## src/rtl/dwm_pkg.sv

```systemverilog
`timescale 1ns / 1ps
// Types, constants and the block-base table shared by the decimal word machine modules.
package dwm_pkg;

  localparam int MEM_WORDS   = 100;
  localparam int BLOCK_WORDS = 10;

  localparam int MEM_AW    = $clog2(MEM_WORDS);
  localparam int SUM_W     = $clog2(MEM_WORDS + BLOCK_WORDS);
  localparam int OFF_W     = $clog2(BLOCK_WORDS + 1);
  localparam int CTR_W     = 7;
  localparam int WORD_W    = 32;
  localparam int OPER_SPAN = 1 << CTR_W;

  localparam logic [WORD_W-1:0] HASH_WORD = 32'h2323_2323;

  localparam logic [7:0] CH_G    = 8'h47;
  localparam logic [7:0] CH_D    = 8'h44;
  localparam logic [7:0] CH_P    = 8'h50;
  localparam logic [7:0] CH_L    = 8'h4C;
  localparam logic [7:0] CH_R    = 8'h52;
  localparam logic [7:0] CH_S    = 8'h53;
  localparam logic [7:0] CH_C    = 8'h43;
  localparam logic [7:0] CH_B    = 8'h42;
  localparam logic [7:0] CH_T    = 8'h54;
  localparam logic [7:0] CH_ZERO = 8'h30;
  localparam logic [7:0] CH_NINE = 8'h39;

  localparam logic [1:0] CMD_LOAD = 2'd0;
  localparam logic [1:0] CMD_STEP = 2'd1;
  localparam logic [1:0] CMD_CARD = 2'd2;
  localparam logic [1:0] CMD_NOP  = 2'd3;

  localparam logic [1:0] KIND_DONE = 2'd0;
  localparam logic [1:0] KIND_WORD = 2'd1;
  localparam logic [1:0] KIND_CARD = 2'd2;
  localparam logic [1:0] KIND_HALT = 2'd3;

  localparam logic [1:0] FAULT_NONE  = 2'd0;
  localparam logic [1:0] FAULT_OVF   = 2'd1;
  localparam logic [1:0] FAULT_RANGE = 2'd2;

  typedef struct packed {
    logic [1:0]        command;
    logic [CTR_W-1:0]  address;
    logic [WORD_W-1:0] data_word;
    logic [2:0]        char_count;
    logic              card_end;
  } in_item_t;

  typedef struct packed {
    logic [1:0]        kind;
    logic [WORD_W-1:0] out_word;
    logic [3:0]        char_mask;
    logic              last;
    logic [CTR_W-1:0]  counter_value;
    logic [1:0]        fault;
  } out_item_t;

  // Classified transaction handed from the front to the back.
  typedef struct packed {
    logic [1:0]        command;
    logic              addr_ok;
    logic [MEM_AW-1:0] address;
    logic [WORD_W-1:0] data_word;
    logic [3:0]        lanes;
    logic              card_end;
  } job_t;

  typedef logic [OPER_SPAN-1:0][CTR_W-1:0] base_tbl_t;

  function automatic base_tbl_t make_base_tbl();
    base_tbl_t t;
    for (int i = 0; i < OPER_SPAN; i++) begin
      t[i] = CTR_W'(i - i % BLOCK_WORDS);
    end
    return t;
  endfunction

  // First word of the block that holds each operand.
  localparam base_tbl_t BASE_TBL = make_base_tbl();

endpackage

```

## src/rtl/dwm_front.sv

```systemverilog
`timescale 1ns / 1ps
// Input side: accepts transactions, classifies them and queues them for the back.
module dwm_front import dwm_pkg::*; (
  input  logic     clk,
  input  logic     rst_n,
  input  logic     push,
  output logic     full,
  input  in_item_t in_item,
  input  logic     job_pop,
  output logic     job_empty,
  output job_t     job
);

  localparam int DEPTH = 2;

  job_t       slot_r [DEPTH];
  logic       wp_r, wp_nxt;
  logic       rp_r, rp_nxt;
  logic [1:0] cnt_r, cnt_nxt;
  job_t       job_in;
  logic       wr, rd;

  always_comb begin
    job_in.command   = in_item.command;
    job_in.addr_ok   = in_item.address < CTR_W'(MEM_WORDS);
    job_in.address   = in_item.address[MEM_AW-1:0];
    job_in.data_word = in_item.data_word;
    job_in.card_end  = in_item.card_end;
    // Leading characters of a card word, top byte first; counts above four count as four.
    unique case (in_item.char_count)
      3'd0:    job_in.lanes = 4'b0000;
      3'd1:    job_in.lanes = 4'b1000;
      3'd2:    job_in.lanes = 4'b1100;
      3'd3:    job_in.lanes = 4'b1110;
      default: job_in.lanes = 4'b1111;
    endcase
  end

  assign full      = cnt_r == 2'(DEPTH);
  assign job_empty = cnt_r == 2'd0;
  assign job       = slot_r[rp_r];
  assign wr        = push && !full;
  assign rd        = job_pop && !job_empty;

  always_comb begin
    wp_nxt  = wr ? ~wp_r : wp_r;
    rp_nxt  = rd ? ~rp_r : rp_r;
    cnt_nxt = cnt_r + 2'(wr) - 2'(rd);
  end

  always_ff @(posedge clk) begin
    if (!rst_n) begin
      wp_r  <= 1'b0;
      rp_r  <= 1'b0;
      cnt_r <= 2'd0;
    end else begin
      wp_r  <= wp_nxt;
      rp_r  <= rp_nxt;
      cnt_r <= cnt_nxt;
    end
  end

  always_ff @(posedge clk) begin
    if (wr) begin
      slot_r[wp_r] <= job_in;
    end
  end

endmodule

```

## src/rtl/dwm_back.sv

```systemverilog
`timescale 1ns / 1ps
// Execution side: word memory, machine state and the instruction sequencer.
module dwm_back import dwm_pkg::*; (
  input  logic      clk,
  input  logic      rst_n,
  input  logic      job_empty,
  output logic      job_pop,
  input  job_t      job,
  input  logic      rq_full,
  output logic      rq_push,
  output out_item_t rq_item
);

  localparam logic [2:0] ST_IDLE    = 3'd0;
  localparam logic [2:0] ST_DECODE  = 3'd1;
  localparam logic [2:0] ST_OPER    = 3'd2;
  localparam logic [2:0] ST_PD_RD   = 3'd3;
  localparam logic [2:0] ST_PD_EMIT = 3'd4;
  localparam logic [2:0] ST_CARD_WR = 3'd5;

  localparam logic [2:0] OP_NONE = 3'd0;
  localparam logic [2:0] OP_GD   = 3'd1;
  localparam logic [2:0] OP_PD   = 3'd2;
  localparam logic [2:0] OP_LR   = 3'd3;
  localparam logic [2:0] OP_SR   = 3'd4;
  localparam logic [2:0] OP_CR   = 3'd5;
  localparam logic [2:0] OP_BT   = 3'd6;

  logic [2:0]        state_r, state_nxt;
  logic [WORD_W-1:0] gr_r, gr_nxt;
  logic              flag_r, flag_nxt;
  logic [CTR_W-1:0]  ctr_r, ctr_nxt;
  logic              await_r, await_nxt;
  logic [OFF_W-1:0]  off_r, off_nxt;
  logic [CTR_W-1:0]  cbase_r, cbase_nxt;
  logic [CTR_W-1:0]  pd_base_r, pd_base_nxt;
  logic [OFF_W-1:0]  pd_idx_r, pd_idx_nxt;
  logic [1:0]        pd_fault_r, pd_fault_nxt;
  logic              pd_oob_r, pd_oob_nxt;
  logic [2:0]        op_r, op_nxt;
  logic [WORD_W-1:0] cw_data_r, cw_data_nxt;
  logic [3:0]        cw_lanes_r, cw_lanes_nxt;
  logic              cw_end_r, cw_end_nxt;
  logic [MEM_AW-1:0] cw_addr_r, cw_addr_nxt;

  logic [WORD_W-1:0]    word_mem_r [MEM_WORDS];
  logic [MEM_WORDS-1:0] vld_r;
  logic [WORD_W-1:0]    rdata_r;
  logic                 rvld_r;

  logic              mem_we, mem_re, vld_clr;
  logic [MEM_AW-1:0] mem_waddr, mem_raddr;
  logic [WORD_W-1:0] mem_wdata;

  logic [CTR_W:0]    ctr_inc;
  logic              adv_ok;
  logic [CTR_W-1:0]  adv_ctr;
  logic [1:0]        adv_fault;

  logic [WORD_W-1:0] rd_word;
  logic [7:0]        c0, c1, c2, c3;
  logic              digits_ok;
  logic [3:0]        d2, d3;
  logic [CTR_W-1:0]  operand;
  logic              oper_ok;
  logic [2:0]        dec_op;

  logic [SUM_W-1:0]  card_addr, pd_addr;
  logic              card_wr;
  logic              pd_last;
  logic [3:0]        pd_mask;

  // Counter advance: holds at the top word and reports overflow there.
  assign ctr_inc   = {1'b0, ctr_r} + 1'b1;
  assign adv_ok    = ctr_inc < (CTR_W+1)'(MEM_WORDS);
  assign adv_ctr   = adv_ok ? ctr_inc[CTR_W-1:0] : ctr_r;
  assign adv_fault = adv_ok ? FAULT_NONE : FAULT_OVF;

  // A word never written since reset or halt reads as zero.
  assign rd_word = rvld_r ? rdata_r : '0;

  assign c0 = rd_word[31:24];
  assign c1 = rd_word[23:16];
  assign c2 = rd_word[15:8];
  assign c3 = rd_word[7:0];
  assign digits_ok = c2 >= CH_ZERO && c2 <= CH_NINE && c3 >= CH_ZERO && c3 <= CH_NINE;
  assign d2 = 4'(c2 - CH_ZERO);
  assign d3 = 4'(c3 - CH_ZERO);
  assign operand = CTR_W'({d2, 3'b000}) + CTR_W'({d2, 1'b0}) + CTR_W'(d3);
  assign oper_ok = digits_ok && operand < CTR_W'(MEM_WORDS);

  always_comb begin
    if (c0 == CH_G && c1 == CH_D) begin
      dec_op = OP_GD;
    end else if (c0 == CH_P && c1 == CH_D) begin
      dec_op = OP_PD;
    end else if (c0 == CH_L && c1 == CH_R) begin
      dec_op = OP_LR;
    end else if (c0 == CH_S && c1 == CH_R) begin
      dec_op = OP_SR;
    end else if (c0 == CH_C && c1 == CH_R) begin
      dec_op = OP_CR;
    end else if (c0 == CH_B && c1 == CH_T) begin
      dec_op = OP_BT;
    end else begin
      dec_op = OP_NONE;
    end
  end

  assign card_addr = SUM_W'(cbase_r) + SUM_W'(off_r);
  assign pd_addr   = SUM_W'(pd_base_r) + SUM_W'(pd_idx_r);
  assign pd_last   = pd_idx_r == OFF_W'(BLOCK_WORDS - 1);

  always_comb begin
    for (int b = 0; b < 4; b++) begin
      pd_mask[b] = (!pd_oob_r) && (|rd_word[8*b +: 8]);
    end
  end

  always_comb begin
    state_nxt    = state_r;
    gr_nxt       = gr_r;
    flag_nxt     = flag_r;
    ctr_nxt      = ctr_r;
    await_nxt    = await_r;
    off_nxt      = off_r;
    cbase_nxt    = cbase_r;
    pd_base_nxt  = pd_base_r;
    pd_idx_nxt   = pd_idx_r;
    pd_fault_nxt = pd_fault_r;
    pd_oob_nxt   = pd_oob_r;
    op_nxt       = op_r;
    cw_data_nxt  = cw_data_r;
    cw_lanes_nxt = cw_lanes_r;
    cw_end_nxt   = cw_end_r;
    cw_addr_nxt  = cw_addr_r;
    job_pop      = 1'b0;
    rq_push      = 1'b0;
    rq_item      = '0;
    rq_item.last = 1'b1;
    mem_we       = 1'b0;
    mem_waddr    = '0;
    mem_wdata    = '0;
    mem_re       = 1'b0;
    mem_raddr    = '0;
    vld_clr      = 1'b0;
    card_wr      = 1'b0;

    unique case (state_r)
      ST_IDLE: begin
        // Every path out of here yields at most one result until a PD burst,
        // so a free result slot now is enough for the whole transaction.
        if (!job_empty && !rq_full) begin
          job_pop = 1'b1;
          case (job.command)
            CMD_LOAD: begin
              rq_push = 1'b1;
              rq_item.kind = KIND_DONE;
              if (job.addr_ok) begin
                mem_we    = 1'b1;
                mem_waddr = job.address;
                mem_wdata = job.data_word;
              end else begin
                rq_item.fault = FAULT_RANGE;
              end
            end
            CMD_STEP: begin
              if (await_r) begin
                rq_push = 1'b1;
                rq_item.kind = KIND_CARD;
              end else begin
                mem_re    = 1'b1;
                mem_raddr = ctr_r[MEM_AW-1:0];
                state_nxt = ST_DECODE;
              end
            end
            CMD_CARD: begin
              if (!await_r) begin
                rq_push = 1'b1;
                rq_item.kind = KIND_DONE;
              end else begin
                if (off_r < OFF_W'(BLOCK_WORDS)) begin
                  off_nxt = off_r + 1'b1;
                  if (card_addr < SUM_W'(MEM_WORDS) && job.lanes != 4'b0000) begin
                    card_wr      = 1'b1;
                    mem_re       = 1'b1;
                    mem_raddr    = card_addr[MEM_AW-1:0];
                    cw_addr_nxt  = card_addr[MEM_AW-1:0];
                    cw_data_nxt  = job.data_word;
                    cw_lanes_nxt = job.lanes;
                    cw_end_nxt   = job.card_end;
                    state_nxt    = ST_CARD_WR;
                  end
                end
                if (!card_wr && job.card_end) begin
                  await_nxt = 1'b0;
                  off_nxt   = '0;
                  ctr_nxt   = adv_ctr;
                  rq_push   = 1'b1;
                  rq_item.kind  = KIND_DONE;
                  rq_item.fault = adv_fault;
                end
              end
            end
            default: begin
              rq_push = 1'b1;
              rq_item.kind = KIND_DONE;
            end
          endcase
        end
      end

      ST_DECODE: begin
        state_nxt = ST_IDLE;
        if (dec_op == OP_NONE || !oper_ok) begin
          vld_clr   = 1'b1;
          gr_nxt    = HASH_WORD;
          flag_nxt  = 1'b0;
          ctr_nxt   = '0;
          await_nxt = 1'b0;
          off_nxt   = '0;
          cbase_nxt = '0;
          rq_push   = 1'b1;
          rq_item.kind  = KIND_HALT;
          rq_item.fault = (dec_op == OP_NONE) ? FAULT_NONE : FAULT_RANGE;
        end else begin
          case (dec_op)
            OP_GD: begin
              cbase_nxt = BASE_TBL[operand];
              off_nxt   = '0;
              await_nxt = 1'b1;
              rq_push   = 1'b1;
              rq_item.kind = KIND_CARD;
            end
            OP_PD: begin
              ctr_nxt      = adv_ctr;
              pd_fault_nxt = adv_fault;
              pd_base_nxt  = BASE_TBL[operand];
              pd_idx_nxt   = '0;
              state_nxt    = ST_PD_RD;
            end
            OP_SR: begin
              mem_we    = 1'b1;
              mem_waddr = operand[MEM_AW-1:0];
              mem_wdata = gr_r;
              ctr_nxt   = adv_ctr;
              rq_push   = 1'b1;
              rq_item.kind  = KIND_DONE;
              rq_item.fault = adv_fault;
            end
            OP_BT: begin
              rq_push = 1'b1;
              rq_item.kind = KIND_DONE;
              if (flag_r) begin
                ctr_nxt = operand;
              end else begin
                ctr_nxt = adv_ctr;
                rq_item.fault = adv_fault;
              end
            end
            default: begin
              // LR and CR need the operand word first.
              mem_re    = 1'b1;
              mem_raddr = operand[MEM_AW-1:0];
              op_nxt    = dec_op;
              state_nxt = ST_OPER;
            end
          endcase
        end
      end

      ST_OPER: begin
        if (op_r == OP_LR) begin
          gr_nxt = rd_word;
        end else begin
          flag_nxt = gr_r == rd_word;
        end
        ctr_nxt   = adv_ctr;
        rq_push   = 1'b1;
        rq_item.kind  = KIND_DONE;
        rq_item.fault = adv_fault;
        state_nxt = ST_IDLE;
      end

      ST_PD_RD: begin
        pd_oob_nxt = pd_addr >= SUM_W'(MEM_WORDS);
        if (pd_addr < SUM_W'(MEM_WORDS)) begin
          mem_re    = 1'b1;
          mem_raddr = pd_addr[MEM_AW-1:0];
        end
        state_nxt = ST_PD_EMIT;
      end

      ST_PD_EMIT: begin
        if (!rq_full) begin
          rq_push = 1'b1;
          rq_item.kind      = KIND_WORD;
          rq_item.out_word  = pd_oob_r ? '0 : rd_word;
          rq_item.char_mask = pd_mask;
          rq_item.last      = pd_last;
          rq_item.fault     = pd_fault_r;
          if (pd_last) begin
            state_nxt = ST_IDLE;
          end else begin
            pd_idx_nxt = pd_idx_r + 1'b1;
            state_nxt  = ST_PD_RD;
          end
        end
      end

      ST_CARD_WR: begin
        mem_we    = 1'b1;
        mem_waddr = cw_addr_r;
        for (int j = 0; j < 4; j++) begin
          mem_wdata[8*j +: 8] = cw_lanes_r[j] ? cw_data_r[8*j +: 8] : rd_word[8*j +: 8];
        end
        if (cw_end_r) begin
          await_nxt = 1'b0;
          off_nxt   = '0;
          ctr_nxt   = adv_ctr;
          rq_push   = 1'b1;
          rq_item.kind  = KIND_DONE;
          rq_item.fault = adv_fault;
        end
        state_nxt = ST_IDLE;
      end

      default: begin
        state_nxt = ST_IDLE;
      end
    endcase

    rq_item.counter_value = ctr_nxt;
  end

  always_ff @(posedge clk) begin
    if (!rst_n) begin
      state_r <= ST_IDLE;
      gr_r    <= HASH_WORD;
      flag_r  <= 1'b0;
      ctr_r   <= '0;
      await_r <= 1'b0;
      off_r   <= '0;
      cbase_r <= '0;
    end else begin
      state_r <= state_nxt;
      gr_r    <= gr_nxt;
      flag_r  <= flag_nxt;
      ctr_r   <= ctr_nxt;
      await_r <= await_nxt;
      off_r   <= off_nxt;
      cbase_r <= cbase_nxt;
    end
  end

  always_ff @(posedge clk) begin
    pd_base_r  <= pd_base_nxt;
    pd_idx_r   <= pd_idx_nxt;
    pd_fault_r <= pd_fault_nxt;
    pd_oob_r   <= pd_oob_nxt;
    op_r       <= op_nxt;
    cw_data_r  <= cw_data_nxt;
    cw_lanes_r <= cw_lanes_nxt;
    cw_end_r   <= cw_end_nxt;
    cw_addr_r  <= cw_addr_nxt;
  end

  always_ff @(posedge clk) begin
    if (mem_we) begin
      word_mem_r[mem_waddr] <= mem_wdata;
    end
    if (mem_re) begin
      rdata_r <= word_mem_r[mem_raddr];
    end
  end

  // One valid bit per word; halt drops them all at once.
  always_ff @(posedge clk) begin
    if (!rst_n) begin
      vld_r  <= '0;
      rvld_r <= 1'b0;
    end else begin
      if (vld_clr) begin
        vld_r <= '0;
      end else if (mem_we) begin
        vld_r[mem_waddr] <= 1'b1;
      end
      if (mem_re) begin
        rvld_r <= vld_r[mem_raddr];
      end
    end
  end

endmodule

```

## src/rtl/dwm_rq.sv

```systemverilog
`timescale 1ns / 1ps
// Result queue that holds finished results until the receiver takes them.
module dwm_rq import dwm_pkg::*; (
  input  logic      clk,
  input  logic      rst_n,
  input  logic      wr,
  input  out_item_t wr_item,
  output logic      full,
  input  logic      rd,
  output out_item_t rd_item,
  output logic      empty
);

  localparam int DEPTH = 4;

  out_item_t  slot_r [DEPTH];
  logic [1:0] wp_r, wp_nxt;
  logic [1:0] rp_r, rp_nxt;
  logic [2:0] cnt_r, cnt_nxt;
  logic       do_wr, do_rd;

  assign full    = cnt_r == 3'(DEPTH);
  assign empty   = cnt_r == 3'd0;
  assign rd_item = slot_r[rp_r];
  assign do_wr   = wr && !full;
  assign do_rd   = rd && !empty;

  always_comb begin
    wp_nxt  = do_wr ? wp_r + 2'd1 : wp_r;
    rp_nxt  = do_rd ? rp_r + 2'd1 : rp_r;
    cnt_nxt = cnt_r + 3'(do_wr) - 3'(do_rd);
  end

  always_ff @(posedge clk) begin
    if (!rst_n) begin
      wp_r  <= 2'd0;
      rp_r  <= 2'd0;
      cnt_r <= 3'd0;
    end else begin
      wp_r  <= wp_nxt;
      rp_r  <= rp_nxt;
      cnt_r <= cnt_nxt;
    end
  end

  always_ff @(posedge clk) begin
    if (do_wr) begin
      slot_r[wp_r] <= wr_item;
    end
  end

endmodule

```

## src/rtl/decimal_word_machine_executor.sv

```systemverilog
`timescale 1ns / 1ps
// Top level of the decimal word machine: front queue, executor and result queue.
//
// Input transactions are pushed with push while full is low; each carries a
// command (load a word, run one instruction, supply a card word or do nothing) and its data.
// Results come out as a queue: while empty is low the oldest result stands on
// out_item, and pop takes it. Every transaction gives one result, except a
// card word that is not the last of its line (none) and PD (ten words).
//
// The front takes one transaction per cycle, while full is low, into a two-entry
// queue. The executor runs one transaction at a time: a load, a card word
// without a write or a rejected step needs no read; a card write reads the old
// word, then writes it back with the new characters; a step does a fetch read of
// the word memory, then an operand read for LR and CR; PD reads and emits its
// block words one at a time through the single read port of the word memory.
//
// Synchronous reset (rst_n low) empties both queues, sets the register to four
// hash characters and clears the counter, toggle and card state. The word
// memory carries one valid bit per word, so reset and halt clear it at once.
// When the receiver stalls, the four-entry result queue fills, the executor
// waits, the front queue fills and full rises; nothing is lost.
module decimal_word_machine_executor import dwm_pkg::*; (
  input  logic      clk,
  input  logic      rst_n,
  input  logic      push,
  output logic      full,
  input  in_item_t  in_item,
  output logic      empty,
  input  logic      pop,
  output out_item_t out_item
);

  logic      job_empty;
  logic      job_pop;
  job_t      job;
  logic      rq_full;
  logic      rq_push;
  out_item_t rq_item;

  // Front: classifies each transaction and queues it.
  dwm_front u_front (
    .clk       (clk),
    .rst_n     (rst_n),
    .push      (push),
    .full      (full),
    .in_item   (in_item),
    .job_pop   (job_pop),
    .job_empty (job_empty),
    .job       (job)
  );

  // Back: owns the word memory and machine state and runs the instructions.
  dwm_back u_back (
    .clk       (clk),
    .rst_n     (rst_n),
    .job_empty (job_empty),
    .job_pop   (job_pop),
    .job       (job),
    .rq_full   (rq_full),
    .rq_push   (rq_push),
    .rq_item   (rq_item)
  );

  // Result queue: parts the executor from the receiver.
  dwm_rq u_rq (
    .clk     (clk),
    .rst_n   (rst_n),
    .wr      (rq_push),
    .wr_item (rq_item),
    .full    (rq_full),
    .rd      (pop),
    .rd_item (out_item),
    .empty   (empty)
  );

endmodule

```

## config.mk

```make
export PLATFORM = sky130hd
export DESIGN_NAME = decimal_word_machine_executor
export DESIGN_NICKNAME = d
export VERILOG_FILES = /design/src/rtl/dwm_pkg.sv /design/src/rtl/dwm_front.sv /design/src/rtl/dwm_back.sv /design/src/rtl/dwm_rq.sv /design/src/rtl/decimal_word_machine_executor.sv
export SDC_FILE = /design/constraint.sdc
export NUM_CORES = 2
export LEC_CHECK = 0
export BUFFER_PORTS_ARGS = -buffer_cell sky130_fd_sc_hd__buf_2
export CAP_MARGIN = 20
export CORE_MARGIN = 2
export CORE_UTILIZATION = 40
export DETAILED_ROUTE_END_ITERATION = 10
export HOLD_SLACK_MARGIN = 0.08
export PLACE_DENSITY = 0.58
export SLEW_MARGIN = 20
export SYNTH_ARGS = -nofsm -noshare
export SYNTH_HDL_FRONTEND = slang
export SYNTH_HIERARCHICAL = 1
export SYNTH_SLANG_ARGS = --single-unit
```

## constraint.sdc

```tcl
create_clock -name clk -period 8.5 [get_ports clk]
set_clock_uncertainty 0.05 [all_clocks]
set_input_delay 1.275 -clock clk [delete_from_list [all_inputs] [get_ports clk]]
set_output_delay 1.275 -clock clk [all_outputs]
set_load 0.03 [all_outputs]
```

==> metrics.cfg <==
[synth]
ys_seq_elements = 3746
synthArstFlopShare_pct = 0
syn_area_um2 = 151600
synth_flop_cell = edfxtp_1
syn-num-nets = 11190
yosysSeqAreaShare_pct = 73.08
synth_cell_types = 91
yosysWarnings = 6
synthCells = 11110
avgSynthCellArea_um2 = 13.65
synth-edff-count = 3577

[sta]
rsz0062_at_grt = no
period_share_pct = 94.78
timing.final.crit_period_ns = 8.057
tightest_slew_ns = 1.267
maxSlewViolCount = 0
setup_tns_ns = 0
maxSlewHeadroom_pct = 15.15
max_freq_mhz = 124.1
hold_viol_final = 0
setup_viol = 0
holdWs_ns = 0.4152

[cells_and_area]
nets = 11310
fillerInstances = 32870
syn2layout_area_growth_pct = 14.01
drive_gt1_share_pct = 12.19
seqCellArea_um2 = 110800
multi_input_area_um2 = 37690

[cts]
post_cts_resize_count = 0
post_cts_buffers = 0
cts_root_buffer = clkbuf_16
clock_sinks = 3746
clk_pin_slew_ns = 0.07
numCtsBuffers = 388
cts_tree = yes
cts_hold_buf = 0
cts_buffer_depth = 4
clk_latency_ns = 1.00
htree_levels = 5

[global_route]
grt_use_total_pct = 25.59
antenna_found_initial = 36
grt_start_max_net_pins = 118
grt_pass1_vias = 95100
grt_first_pass_wirelength_um = 708000
grt_overflow = 0

[routing]
ant_nets = 0
vias = 100600
wl_um = 504900
post_drt_wl_per_cell_um = 30.45
drt_pass1_iterations = 8
drc = 0
first_iter_violations = 14150
vias_per_cell = 6.064

[setup_path]
worstRegToRegCells = 18
worst_ep_required_time_ns = 9.13
crit_path_start = u_back/rvld_r
ff2ff_setup_slack_ns = 0.44
worstSetupEndpointType = register
r2r_start = u_back/rvld_r
setup.worst_path.start_class = register
cp_max_fo = 74
crit_arrival_ns = 8.68
crit_type = reg -> reg

[min_path]
holdPathStages = 1
worstHoldStart = u_back/vld_r[64]
hp-class = reg -> reg

[floorplanning]
fp-row-count = 226
die_y_um = 619.6
die-area_um2 = 383900
initial_utilization_pct = 40.10
fp.dieW_um = 619.6
ios = 99
core_um2 = 378100

[placement]
dp_hpwl_um = 293300
io_buffers = 98
gp_congestion = 0.9162

[status]
status = completed

[power]
finalPower_mw = 40.96
power_density_nw_per_um2 = 237.0
ir_drop_v = 0.0001899
power.leakage_nw = 56.54

[job]
drv_cap = 0

-- cell usage after synthesis (all sizes together) (48+ instances only) --
library cell | instances | area [µm²]
edfxtp | 3577 | 107400
buf | 481 | 2599
mux4 | 48 | 1081
dfxtp | 169 | 3383
a31oi | 174 | 1089
inv | 172 | 645.6
mux2i | 287 | 2873
nor3 | 106 | 545.5
clkbuf | 315 | 1182
a211oi | 156 | 1201
a2111oi | 136 | 1217
a22oi | 387 | 2905
a311oi | 151 | 1329
and3 | 49 | 306.5
a32oi | 52 | 455.4
mux2 | 50 | 675.7
nand2 | 2361 | 8862
a21oi | 732 | 3664
o21ai | 159 | 795.8
nor2 | 227 | 852.1
nand3 | 715 | 3578
o21a | 107 | 803.3
a221oi | 92 | 824.5
-- worst max-delay path, cell delays in order (launching register included) --
cell       delay [ns]
dfxtp_2          0.75
nand2_1          0.27
inv_1            0.16
ha_1             0.24
ha_1             0.22
fa_1             0.49
xor2_1           0.46
nor2_1           0.16
a211oi_4         0.51
a211oi_4         0.24
a211oi_4         0.96
buf_12           0.35
buf_12           0.33
a21oi_1          0.12
a22oi_1          0.30
a22oi_1          0.14
a21oi_1          0.45
o21ai_0          0.55
a2bb2oi_1        0.84
-- state kept, by name, indices dropped and copies added, names as in the netlist, 2 cells and up, named ones only --
register,cells
u_back/cbase_r,6
u_back/ctr_r,7
u_back/cw_addr_r,7
u_back/cw_data_r,32
u_back/cw_lanes_r,4
u_back/gr_r,32
u_back/off_r,4
u_back/op_r,3
u_back/pd_base_r,6
u_back/pd_idx_r,4
u_back/rdata_r,32
u_back/state_r,3
u_back/vld_r,100
u_back/word_mem_r,3200
u_front/cnt_r,2
u_front/slot_r,94
u_rq/cnt_r,3
u_rq/rp_r,2
u_rq/slot_r,192
u_rq/wp_r,2
-- per-stage QoR --
step	utilization, %	cells	instance area (µm²)	worst slack, ns
final	45.72	16580	172800	0.4434
after global routing	45.71	16570	172800	0.2987
after CTS	45.68	16570	172700	0.7501
after detailed placement	42.32	15850	160000	0.7915
after global placement	42.29	15840	159900	0.4842
after floorplan	-	11110	151600	1.755
-- report_power, final --
part	leakage [nW]	internal, mW	switching [mW]	total, mW
logic	16.4	0.697	2.14	2.84
registers	33.9	20.9	0.175	21.1
clock network	6.25	9.79	7.24	17.0
-- routing by layer --
layer,global-route usage (%),up-vias,part of all wire [%]
met4,12.25,10,5.3
met3,5.685,1008,11
met2,39.16,6028,45
li1,-,42480,-
met5,0,-,0.013
met1,34.62,51040,39
-- cells in the final DEF, fill, tap and decap left out, types with 78 or more instances in the layout --
cell	count
edfxtp_1	3577
nand2_1	2326
a21oi_1	730
nand3_1	712
clkbuf_16	394
a22oi_1	387
buf_4	341
mux2i_1	286
a31oi_1	172
inv_1	172
dfxtp_1	165
a211oi_1	149
a311oi_1	149
o21ai_0	147
a2111oi_0	128
nor2_1	124
o21a_1	106
nor2_4	103
buf_2	98
nor3_1	90
a221oi_1	88
clkinv_2	84
buf_12	78
-- final cells by class --
class,instances,share of cell area (%)
sequential,3746,64.11
tap,5016,3.631
timing repair buffer,520,2.697
antenna,16,0.02317
clock buffer,493,6.076
clock inverter,226,1.281
multi-input combinational,6395,21.81
inverter,172,0.3735
-- worst paths after layout --
path / endpoint
min: u_back/vld_r[64]
min reg2reg: u_back/vld_r[64]
max reg2reg: u_back/rdata_r[3]
max: u_back/rdata_r[3]
-- logic make-up (layout without fill, tap and decap cells) --
| logic type | after synthesis | count (layout) | synth area share [%] |
|---|---|---|---|
| flops | 3746 | 3746 | 73.08 |
| simple gates | 3637 | 3637 | 10.14 |
| compound gates | 2309 | 2309 | 10.32 |
| buf+inv | 968 | 1411 | 2.920 |
| mux | 385 | 385 | 3.054 |
| fa+ha+maj | 33 | 33 | 0.2971 |
| xor+xnor | 31 | 31 | 0.1791 |
| other cells | 0 | 16 | 0 |
Note: power is estimated with default switching activity, not from simulation.
